<file path="config.mk">
export PLATFORM = sky130hd
export DESIGN_NAME = qoa_slice_decoder
export DESIGN_NICKNAME = d
export VERILOG_FILES = /design/src/hdl/qoa_pkg.sv /design/src/hdl/qoa_slice_decoder.sv
export SDC_FILE = /design/constraint.sdc
export NUM_CORES = 2
export LEC_CHECK = 0
export BUFFER_PORTS_ARGS = -buffer_cell sky130_fd_sc_hd__buf_2
export CORE_MARGIN = 2
export CORE_UTILIZATION = 40
export CTS_BUF_LIST = sky130_fd_sc_hd__clkbuf_16
export DETAILED_ROUTE_END_ITERATION = 12
export PLACE_DENSITY_LB_ADDON = 0.05
export SETUP_SLACK_MARGIN = 0.4
export SYNTH_ARGS = -nofsm -noshare
export SYNTH_HDL_FRONTEND = slang
export SYNTH_SLANG_ARGS = --single-unit
</file>
<file path="constraint.sdc">
create_clock -name clk -period 18.7 [get_ports clk]
set_input_delay 0.935 -clock clk [delete_from_list [all_inputs] [get_ports clk]]
set_output_delay 0.935 -clock clk [all_outputs]
set_load 0.005 [all_outputs]
</file>
<file path="src/hdl/qoa_pkg.sv">
package qoa_pkg;

    localparam int unsigned MAX_CHANNELS_DEF  = 8;
    localparam int unsigned SAMPLES_PER_SLICE = 20;
    localparam int unsigned TAPS              = 4;
    localparam int unsigned SAMPLE_W          = 16;
    localparam int unsigned IDX_BITS          = 5;
    localparam int unsigned CODE_BITS         = 3;
    localparam int unsigned CODES_W           = SAMPLES_PER_SLICE * CODE_BITS;
    localparam int unsigned ENTRY_W           = 2 * TAPS * SAMPLE_W;
    localparam int unsigned IN_DATA_W         = 200;
    localparam int unsigned OUT_DATA_W        = 24;

    // Values of the request kind on s_tuser
    localparam logic OP_LOAD   = 1'b0;
    localparam logic OP_DECODE = 1'b1;

    localparam logic [IDX_BITS-1:0] LAST_IDX = IDX_BITS'(SAMPLES_PER_SLICE - 1);

    // Sequencer states, one-hot
    typedef enum logic [4:0] {
        ST_IDLE = 5'b00001,
        ST_READ = 5'b00010,
        ST_MUL  = 5'b00100,
        ST_ACC  = 5'b01000,
        ST_WRB  = 5'b10000
    } state_t;

    // round((q+1)^2.75)
    function automatic logic [11:0] scale_factor(input logic [3:0] q);
        logic [11:0] sf;
        begin
            case (q)
                4'd0:    sf = 12'd1;
                4'd1:    sf = 12'd7;
                4'd2:    sf = 12'd21;
                4'd3:    sf = 12'd45;
                4'd4:    sf = 12'd84;
                4'd5:    sf = 12'd138;
                4'd6:    sf = 12'd211;
                4'd7:    sf = 12'd304;
                4'd8:    sf = 12'd421;
                4'd9:    sf = 12'd562;
                4'd10:   sf = 12'd731;
                4'd11:   sf = 12'd928;
                4'd12:   sf = 12'd1157;
                4'd13:   sf = 12'd1419;
                4'd14:   sf = 12'd1715;
                default: sf = 12'd2048;
            endcase
            return sf;
        end
    endfunction

    // Dequantizer multiplier in quarters: 0.75, 2.5, 4.5, 7
    function automatic logic [4:0] quarters(input logic [2:0] code);
        logic [4:0] qm;
        begin
            case (code[2:1])
                2'd0:    qm = 5'd3;
                2'd1:    qm = 5'd10;
                2'd2:    qm = 5'd18;
                default: qm = 5'd28;
            endcase
            return qm;
        end
    endfunction

    // Residual, rounded half away from zero; odd codes are negative
    function automatic logic signed [15:0] dequant(input logic [3:0] sfi,
                                                  input logic [2:0] code);
        logic [16:0] prod;
        logic [14:0] mag;
        logic signed [15:0] res;
        begin
            prod = 17'(scale_factor(sfi)) * 17'(quarters(code)) + 17'd2;
            mag  = prod[16:2];
            res  = code[0] ? -$signed({1'b0, mag}) : $signed({1'b0, mag});
            return res;
        end
    endfunction

endpackage

</file>
<file path="src/hdl/qoa_slice_decoder.sv">
// QOA slice decoder. A load request (s_tuser = 0) writes one channel's four
// history samples and four LMS weights into the state memory. A decode
// request (s_tuser = 1) reads the channel's state, then runs the twenty
// predictor steps of the slice (the four tap products and the residual are
// registered, then summed, saturated and shifted into the history while the
// weights are updated), and writes the state back. A sample that is still
// waiting on the output when the next one is ready holds the sequencer
// until the output register is free. The output register lets the next
// request be taken while the last sample still waits. A channel at or
// above MAX_CHANNELS is accepted and dropped. The state memory holds no
// defined value for a channel until it has been loaded.
module qoa_slice_decoder #(
    parameter int unsigned MAX_CHANNELS = qoa_pkg::MAX_CHANNELS_DEF
) (
    input  logic                             clk,
    input  logic                             rst_n,
    input  logic                             s_tvalid,
    output logic                             s_tready,
    // channel[2:0], slice_word[66:3], hist_0..hist_3[130:67],
    // weight_0..weight_3[194:131], zero pad[199:195]
    input  logic [qoa_pkg::IN_DATA_W-1:0]    s_tdata,
    // op
    input  logic                             s_tuser,
    output logic                             m_tvalid,
    input  logic                             m_tready,
    // sample[15:0], out_channel[18:16], sample_index[23:19]
    output logic [qoa_pkg::OUT_DATA_W-1:0]   m_tdata,
    output logic                             m_tlast
);

    localparam int unsigned IDX_W = (MAX_CHANNELS > 1) ? $clog2(MAX_CHANNELS) : 1;
    localparam int unsigned SW    = qoa_pkg::SAMPLE_W;
    localparam int unsigned TAPS  = qoa_pkg::TAPS;

    // Request fields
    logic [2:0]  in_channel;
    logic [63:0] in_slice;
    logic [7:0]  ch_ext;
    logic [IDX_W-1:0] in_idx;
    logic        ch_ok;
    logic        accept;

    assign in_channel = s_tdata[2:0];
    assign in_slice   = s_tdata[66:3];
    assign ch_ext     = {5'b0, in_channel};
    assign in_idx     = ch_ext[IDX_W-1:0];
    assign ch_ok      = {1'b0, ch_ext} < 9'(MAX_CHANNELS);
    assign accept     = s_tvalid && s_tready;

    // Control registers
    qoa_pkg::state_t state_reg, state_next;
    logic [qoa_pkg::IDX_BITS-1:0] cnt_reg, cnt_next;
    logic out_valid_reg, out_valid_next;

    // Working copy of the channel state and per-slice payload
    logic signed [SW-1:0] hist_reg [TAPS];
    logic signed [SW-1:0] wgt_reg  [TAPS];
    logic signed [31:0]   prod_reg [TAPS];
    logic signed [SW-1:0] res_reg;
    logic [qoa_pkg::CODES_W-1:0] codes_reg;
    logic [3:0]           sfi_reg;
    logic [2:0]           ch_reg;
    logic [IDX_W-1:0]     idx_reg;

    // Output register payload
    logic [SW-1:0]        out_sample_reg;
    logic [2:0]           out_ch_reg;
    logic [qoa_pkg::IDX_BITS-1:0] out_idx_reg;
    logic                 out_last_reg;

    // State memory: {weights 3..0, history 3..0}, one row per channel
    logic [qoa_pkg::ENTRY_W-1:0] mem [MAX_CHANNELS];
    logic [qoa_pkg::ENTRY_W-1:0] mem_rd_reg;
    logic [qoa_pkg::ENTRY_W-1:0] wr_data;
    logic [qoa_pkg::ENTRY_W-1:0] wb_data;
    logic [IDX_W-1:0]            wr_addr;
    logic                        mem_we;
    logic                        load_we;
    logic                        rd_en;

    assign load_we = accept && (s_tuser == qoa_pkg::OP_LOAD) && ch_ok;
    assign rd_en   = accept && (s_tuser == qoa_pkg::OP_DECODE) && ch_ok;
    assign mem_we  = load_we || (state_reg == qoa_pkg::ST_WRB);
    assign wr_addr = load_we ? in_idx : idx_reg;
    assign wr_data = load_we ? s_tdata[194:67] : wb_data;

    always_comb
    begin
        for (int n = 0; n < TAPS; n++)
        begin
            wb_data[n*SW +: SW]          = hist_reg[n];
            wb_data[(TAPS+n)*SW +: SW]   = wgt_reg[n];
        end
    end

    always_ff @(posedge clk)
    begin
        if (mem_we)
        begin
            mem[wr_addr] <= wr_data;
        end
        if (rd_en)
        begin
            mem_rd_reg <= mem[in_idx];
        end
    end

    // Predictor step: sum, round down, add residual, saturate
    logic signed [33:0]   acc_sum;
    logic signed [20:0]   pred;
    logic signed [21:0]   sum_full;
    logic signed [SW-1:0] sample_sat;
    logic signed [SW-1:0] delta;
    logic                 advance;

    always_comb
    begin
        acc_sum = 34'(prod_reg[0]) + 34'(prod_reg[1])
                + 34'(prod_reg[2]) + 34'(prod_reg[3]);
        pred     = 21'(acc_sum >>> 13);
        sum_full = 22'(pred) + 22'(res_reg);
        if (sum_full > 22'sd32767)
        begin
            sample_sat = 16'sh7fff;
        end
        else if (sum_full < -22'sd32768)
        begin
            sample_sat = 16'sh8000;
        end
        else
        begin
            sample_sat = sum_full[15:0];
        end
        delta = res_reg >>> 4;
    end

    assign advance = !out_valid_reg || m_tready;

    // Sequencer
    always_comb
    begin
        state_next     = state_reg;
        cnt_next       = cnt_reg;
        out_valid_next = out_valid_reg;
        if (out_valid_reg && m_tready)
        begin
            out_valid_next = 1'b0;
        end
        case (state_reg)
            qoa_pkg::ST_IDLE:
            begin
                cnt_next = '0;
                if (rd_en)
                begin
                    state_next = qoa_pkg::ST_READ;
                end
            end
            qoa_pkg::ST_READ:
            begin
                state_next = qoa_pkg::ST_MUL;
            end
            qoa_pkg::ST_MUL:
            begin
                state_next = qoa_pkg::ST_ACC;
            end
            qoa_pkg::ST_ACC:
            begin
                if (advance)
                begin
                    out_valid_next = 1'b1;
                    if (cnt_reg == qoa_pkg::LAST_IDX)
                    begin
                        state_next = qoa_pkg::ST_WRB;
                    end
                    else
                    begin
                        cnt_next   = cnt_reg + 1'b1;
                        state_next = qoa_pkg::ST_MUL;
                    end
                end
            end
            qoa_pkg::ST_WRB:
            begin
                state_next = qoa_pkg::ST_IDLE;
            end
            default:
            begin
                state_next = qoa_pkg::ST_IDLE;
            end
        endcase
    end

    always_ff @(posedge clk or negedge rst_n)
    begin
        if (!rst_n)
        begin
            state_reg     <= qoa_pkg::ST_IDLE;
            cnt_reg       <= '0;
            out_valid_reg <= 1'b0;
        end
        else
        begin
            state_reg     <= state_next;
            cnt_reg       <= cnt_next;
            out_valid_reg <= out_valid_next;
        end
    end

    // Datapath registers
    always_ff @(posedge clk)
    begin
        if (rd_en)
        begin
            codes_reg <= in_slice[qoa_pkg::CODES_W-1:0];
            sfi_reg   <= in_slice[63:60];
            ch_reg    <= in_channel;
            idx_reg   <= in_idx;
        end
        case (state_reg)
            qoa_pkg::ST_READ:
            begin
                for (int n = 0; n < TAPS; n++)
                begin
                    hist_reg[n] <= mem_rd_reg[n*SW +: SW];
                    wgt_reg[n]  <= mem_rd_reg[(TAPS+n)*SW +: SW];
                end
            end
            qoa_pkg::ST_MUL:
            begin
                for (int n = 0; n < TAPS; n++)
                begin
                    prod_reg[n] <= hist_reg[n] * wgt_reg[n];
                end
                res_reg <= qoa_pkg::dequant(sfi_reg,
                               codes_reg[qoa_pkg::CODES_W-1 -: qoa_pkg::CODE_BITS]);
            end
            qoa_pkg::ST_ACC:
            begin
                if (advance)
                begin
                    // sign-LMS update on the old history, then shift in
                    for (int n = 0; n < TAPS; n++)
                    begin
                        wgt_reg[n] <= hist_reg[n][SW-1] ? wgt_reg[n] - delta
                                                        : wgt_reg[n] + delta;
                    end
                    for (int n = 0; n < TAPS - 1; n++)
                    begin
                        hist_reg[n] <= hist_reg[n+1];
                    end
                    hist_reg[TAPS-1] <= sample_sat;
                    codes_reg        <= codes_reg << qoa_pkg::CODE_BITS;
                    out_sample_reg   <= sample_sat;
                    out_ch_reg       <= ch_reg;
                    out_idx_reg      <= cnt_reg;
                    out_last_reg     <= (cnt_reg == qoa_pkg::LAST_IDX);
                end
            end
            default:
            begin
            end
        endcase
    end

    assign s_tready = (state_reg == qoa_pkg::ST_IDLE);
    assign m_tvalid = out_valid_reg;
    assign m_tdata  = {out_idx_reg, out_ch_reg, out_sample_reg};
    assign m_tlast  = out_last_reg;

    // Checks
    a_cnt_range: assert property (@(posedge clk) disable iff (!rst_n)
        (state_reg == qoa_pkg::ST_ACC) |-> (cnt_reg <= qoa_pkg::LAST_IDX))
        else $error("sample counter past end of slice");

    a_last_idx: assert property (@(posedge clk) disable iff (!rst_n)
        m_tvalid |-> (m_tlast == (m_tdata[23:19] == qoa_pkg::LAST_IDX)))
        else $error("tlast does not match sample index");

    a_wrb_after_acc: assert property (@(posedge clk) disable iff (!rst_n)
        (state_reg == qoa_pkg::ST_WRB) |-> ($past(state_reg) == qoa_pkg::ST_ACC))
        else $error("write-back without a finished slice");

    a_we_when: assert property (@(posedge clk) disable iff (!rst_n)
        mem_we |-> ((state_reg == qoa_pkg::ST_IDLE) || (state_reg == qoa_pkg::ST_WRB)))
        else $error("state memory written mid-slice");

endmodule

</file>
# --- Yosys cells after proc, flatten, opt, wreduce, memory -nomap -nowiden ---
# Memory sizes are Yosys's and may differ from the RTL's. A register that Yosys moved wholly into a read port is not among the register bits.
# Index checks and enable logic that the tools add are counted.
# Widths: inputs -> output; s select.
totals:
  inputBits: 205
  memories: 5
  regBits: 119
  latch_bits: 0
  wordCells: 117
  output_inout_bits: 27
  ram_bits: 1280
  rom_bits: 192
op_classes:
  mux: 43
  shift: 0
  n_eq_ne: 11
  magnitude_cmp: 3
  div: 0
  reduce_logical: 14
  mul: 5
  add_sub_neg: 15
  bitwise_logic: 9
memory_table:
  columns: ["name", "depth", "word_bits", "read_ports", "rd_clocked_by_memory_dff", "wr", "line_no", "source"]
  rows:
  - ["mem", 8, 128, 1, 1, 1, "qoa_slice_decoder.sv:72", "logic [qoa_pkg::ENTRY_W-1:0] mem [MAX_CHANNELS];"]
  - ["(name not given)", 16, 12, 1, 1, 0, "qoa_pkg.sv:33", "case (q)"]
  - ["prod_reg", 4, 32, 4, 0, 4, "qoa_slice_decoder.sv:58", "logic signed [31:0] prod_reg [TAPS];"]
  - ["hist_reg", 4, 16, 4, 0, 4, "qoa_slice_decoder.sv:56", "logic signed [SW-1:0] hist_reg [TAPS];"]
  - ["wgt_reg", 4, 16, 4, 0, 4, "qoa_slice_decoder.sv:57", "logic signed [SW-1:0] wgt_reg [TAPS];"]
ops:
  columns: ["op", "count"]
  rows:
  - ["$mux 16", 14]
  - ["$mux 60", 3]
  - ["$mul 16x16->32", 4]
  - ["$mux 128", 1]
  - ["$add 16x12->16", 4]
  - ["$sub 16x12->16", 4]
  - ["$add 33x32->34", 1]
  - ["$add 34x32->34", 1]
  - ["$add 32x32->33", 1]
  - ["$mux 5", 6]
  - ["$add 21x16->22", 1]
  - ["$gt 22x16->1 const B", 1]
  - ["$lt 22x16->1 const B", 1]
  - ["$pmux 5 s4", 1]
  - ["$add 17x2->17 const B", 1]
  - ["$mul 12x5->17", 1]
  - ["$neg 15->16", 1]
  - ["$mux 15", 1]
  - ["$pmux 5 s3", 1]
  - ["$mux 1", 12]
  - ["$mux 12", 1]
  - ["$eq 5x5->1 const B", 2]
  - ["$pmux 5 s2", 1]
  - ["$or 1x1->1", 8]
  - ["other kinds (20)", 28]

# --- Logic depth before layout (Yosys ltp) ---
# An unclocked memory read counts as a cell.
depth:
  ltp_word: 9
  ltp_mapped: 26

# --- Worst setup path after synthesis ---
# No wires, ideal clock.
synth_path:
  path_kind: "flip-flop to flip-flop"
  start: "register state_reg[1]"
  end: "register state_reg[3]"
  stages_incl_launch_ff: 4
  path_buffers: 0
  arrival_ns: 16.533
  slack_ns: 1.994
  required_time_ns: 18.526
  period_less_slack_ns: 16.706
  cell_sequence: "dfrtp_1 -> or2_2 -> nor4b_1 -> o21bai_1"
synth_between:
  elab_chain_cells: 6
  word_cells_on_any_way: 11
  cone_classes: "6 x eq/ne; 1 x mux; 4 x reduce/logical"
synth_lines:
  columns: ["element", "line_no", "source"]
  rows:
  - ["start, declared", "qoa_slice_decoder.sv:51", "qoa_pkg::state_t state_reg, state_next;"]
  - ["start signal, assigned", "qoa_slice_decoder.sv:197", "state_reg <= qoa_pkg::ST_IDLE;"]
  - ["start signal, assigned", "qoa_slice_decoder.sv:203", "state_reg <= state_next;"]
  - ["$eq 5x1->1", "qoa_slice_decoder.sv:149, qoa_slice_decoder.sv:265", null]
  - ["$logic_and 1x1->1", "qoa_slice_decoder.sv:48", "assign accept = s_tvalid && s_tready;"]
  - ["$logic_and 1x1->1 (2 in series)", "qoa_slice_decoder.sv:82", "assign rd_en = accept && (s_tuser == qoa_pkg::OP_DECODE) && ch_ok;"]
  - ["$ne 2x1->1 (no source line)", null, null]
  - ["$reduce_and 2->1 (no source line)", null, null]
# Parallel ways exist; a longest one is shown, timed or not.
# A chain may end at the register's enable or synchronous reset.

==> results.tsv <==
stage	metric	value	unit
status	status	complete, no violations	
placement	routabilityCongestion	0.847	
clock_tree	root_buffer	clkbuf_16	
logic_synthesis	avgSynthCellArea	12.2	um^2
clock_tree	htreeDepth	4	
sta	fmax	127	MHz
sta	period_share	0.420	
logic_synthesis	synthArstFlopShare	0.00715	
placement	place_inst	12300	
cells_and_area	fillers	24700	
logic_synthesis	synth.most_common_cell	edfxtp_1	
sta	final-setup-viol-count	0	
sta	slew_viol_final	0	
sta	rsz0062_at_grt	false	
drt	final_antenna_net_count	0	
sta	worst_slew_pin_slew	1360	ps
worst_setup_path	endpoint_kind	flop	
floorplanning	die_h	520	um
logic_synthesis	synth_compound_area_frac	0.0427	
floorplanning	num_rows	189	
drt	finalWirelength	310000	um
clock_tree	worstSkewPairLatency	860	ps
worst_setup_path	cp_max_fo	19	
drt	wl_per_cell	24.6	um
drt	drc_errors	0	
logic_synthesis	synth_cell_type_count	92	
drt	first_pass_iters	5	
job	cap_viol_max_count	0	
global_routing	grt_first_pass_wirelength	461000	um
drt	drt-vias-per-instance	5.23	
cells_and_area	stdcell_count	12600	
worst_setup_path	worstSetupPathType	reg2reg	
logic_synthesis	synthCells	8753	
logic_synthesis	ys_top_cells_by_count	1456 x edfxtp_1, 1416 x nand2_1, 1349 x inv_1	
clock_tree	ctsResizeCount	0	
cells_and_area	final_layout_size_suffix_gt1_frac	0.121	
logic_synthesis	synth-seq-cells	1539	
power	vdd_drop_max	0.000134	V
logic_synthesis	synth_seq_area_share	0.427	
global_routing	grt_pass1_vias	69600	
worst_setup_path	crit_arrival	8350	ps
logic_synthesis	synth_xor_xnor_area_share	0.0234	
logic_synthesis	synth_top_cell_by_area	edfxtp_1	
logic_synthesis	yosys.area_share.simple	0.104	
hold_path	hold_class	in2reg	
clock_tree	clockBufferDepth	4	
logic_synthesis	synth.area.mux_share	0.0695	
sta	slew_headroom	0.0918	
global_routing	grt_max_degree	145	
global_routing	grt_use_total	0.231	
clock_tree	cts_tree	built	
sta	finalCriticalPeriod	7860	ps
logic_synthesis	ys.flop_type	edfxtp_1	
sta	hold_violations	0	
drt	routed-via-count	65900	
worst_setup_path	startpoint_type	flop	
placement	io_buffers	226	
sta	setup_tns	0	ps
clock_tree	cts_setup_buffers	0	
placement	hpwlAfterDp	217000	um
global_routing	antenna_found_initial	28	
cells_and_area	fin_nets	10800	
clock_tree	path_clk_slew	60	ps
global_routing	overflow	0	
sta	fin_skew	79.9	ps
logic_synthesis	synth_edf_count	1456	
power	powerDensity	116	mW/mm^2
floorplanning	start_util	0.402	
power	p_leak	48.2	nW
clock_tree	numCtsBuffers	179	
drt	drt_iter0_markers	5048	
floorplanning	die-area	0.270	mm^2
power	power	13.7	mW
logic_synthesis	syn_area	0.106	mm^2
cells_and_area	area_growth	10.8	%
logic_synthesis	synth_top_family_by_area	adder cells	
floorplanning	core	0.265	mm^2
cells_and_area	largest_register_ffs	1024	
logic_synthesis	synth_area_leaders	edfxtp_1 41%, fa_1 22%, ha_1 5.6%	
floorplanning	io_pins	232	
floorplanning	die_x	520	um
logic_synthesis	ys.warnings.count	0	
worst_setup_path	crit_required	19190	ps
clock_tree	cts_sinks	1539	
logic_synthesis	synth-adder-area-share	0.272	
logic_synthesis	syn_nets	10600	
logic_synthesis	synth_top_area_frac	0.411	
## final timing paths
| path | startpoint | end | slack, ps | depth (start not counted) |
|---|---|---|---|---|
| max | wgt_reg[1][1] | prod_reg[1][31] | 10840 | 17 |
| max reg2reg | wgt_reg[1][1] | prod_reg[1][31] | 10840 | 17 |
| min | s_tdata[63] | sfi_reg[0] | 300 | 1 |
| min in group asynchronous | rst_n | cnt_reg[1] | 500 | 2 |
| min reg2reg | codes_reg[53] | codes_reg[56] | 450 | 2 |
| max in group asynchronous | rst_n | state_reg[0] | 17930 | 2 |
## layout by cell type (no fill, tap or decap), types with 17 or more instances in the layout
master	n
inv_1	1372
a31oi_1	92
buf_4	153
or3_1	23
clkinv_1	27
mux4_2	256
a211oi_1	23
nor2_1	254
dfxtp_1	72
xor2_1	81
o21a_1	33
and2_1	419
clkinv_2	25
a21o_1	73
nand2b_1	88
xnor2_1	204
nand2_1	1416
nand3_1	55
and3_1	31
mux2_2	130
edfxtp_1	1456
o21ai_0	164
a21oi_1	162
clkbuf_16	183
bufinv_16	24
buf_2	223
o21bai_1	20
nor3_1	69
fa_1	1148
ha_1	475
mux2i_1	17
nor2b_1	21
## logic make-up (layout without fill, tap and decap cells)
family	count (synthesis)	after routing
xor+xnor	285	285
fa+ha+maj	1623	1623
compound gates	703	703
flops	1539	1539
other cells	1	13
simple gates	2458	2458
buf+inv	1741	2052
mux	403	403
## per-layer routing
metal | track usage | wire (um)
met2 | 0.367 | 144000
met4 | 0.0526 | 7030
met5 | 0 | 0
met1 | 0.341 | 143000
met3 | 0.0246 | 15500
## metrics by stage
step	hold WS, ps	cell area, um^2	utilization	setup WS, ps
after floorplan	437	106000	-	1990
after global placement	444	112000	0.423	10970
after detailed placement	448	112000	0.423	10920
after CTS	226	118000	0.445	10920
after global routing	255	118000	0.445	10250
final	305	118000	0.446	10840
## what timing repair did
action | CTS | global route
endpoints found under the hold margin | 10 | 0
hold buffers | 1 | 0
setup endpoints to repair | 0 | 0
## power by group
part	switching, mW	leakage [nW]	internal, mW
clock network	1.48	3.00	2.12
registers	0.0586	13.9	4.17
logic	3.52	31.3	2.37
total	5.05	48.2	8.65
## worst max-delay path, cell delays in order, from the launching register on
cell and delay [ps]:
edfxtp_1 940, nand2_1 220, inv_1 190, fa_1 520, fa_1 940, inv_1 120
fa_1 480, fa_1 460, fa_1 460, fa_1 530, inv_1 40, ha_1 420
nand3_1 110, nor3_1 550, o2111ai_1 280, a41oi_1 390, nor4_1 90, a311oi_1 780
## layout make-up
type                            count  area, um^2  share of cell area
Antenna cell                       12        30.0            0.000254
Clock buffer                      183        4580              0.0388
Clock inverter                    134        1400              0.0119
Inverter                         1349        5080              0.0430
Multi-Input combinational cell   5473       54600               0.463
Sequential cell                  1539       45400               0.385
Tap cell                         3533        4420              0.0375
Timing Repair Buffer              386        2440              0.0206
Note: power is estimated with default switching activity, not from simulation.
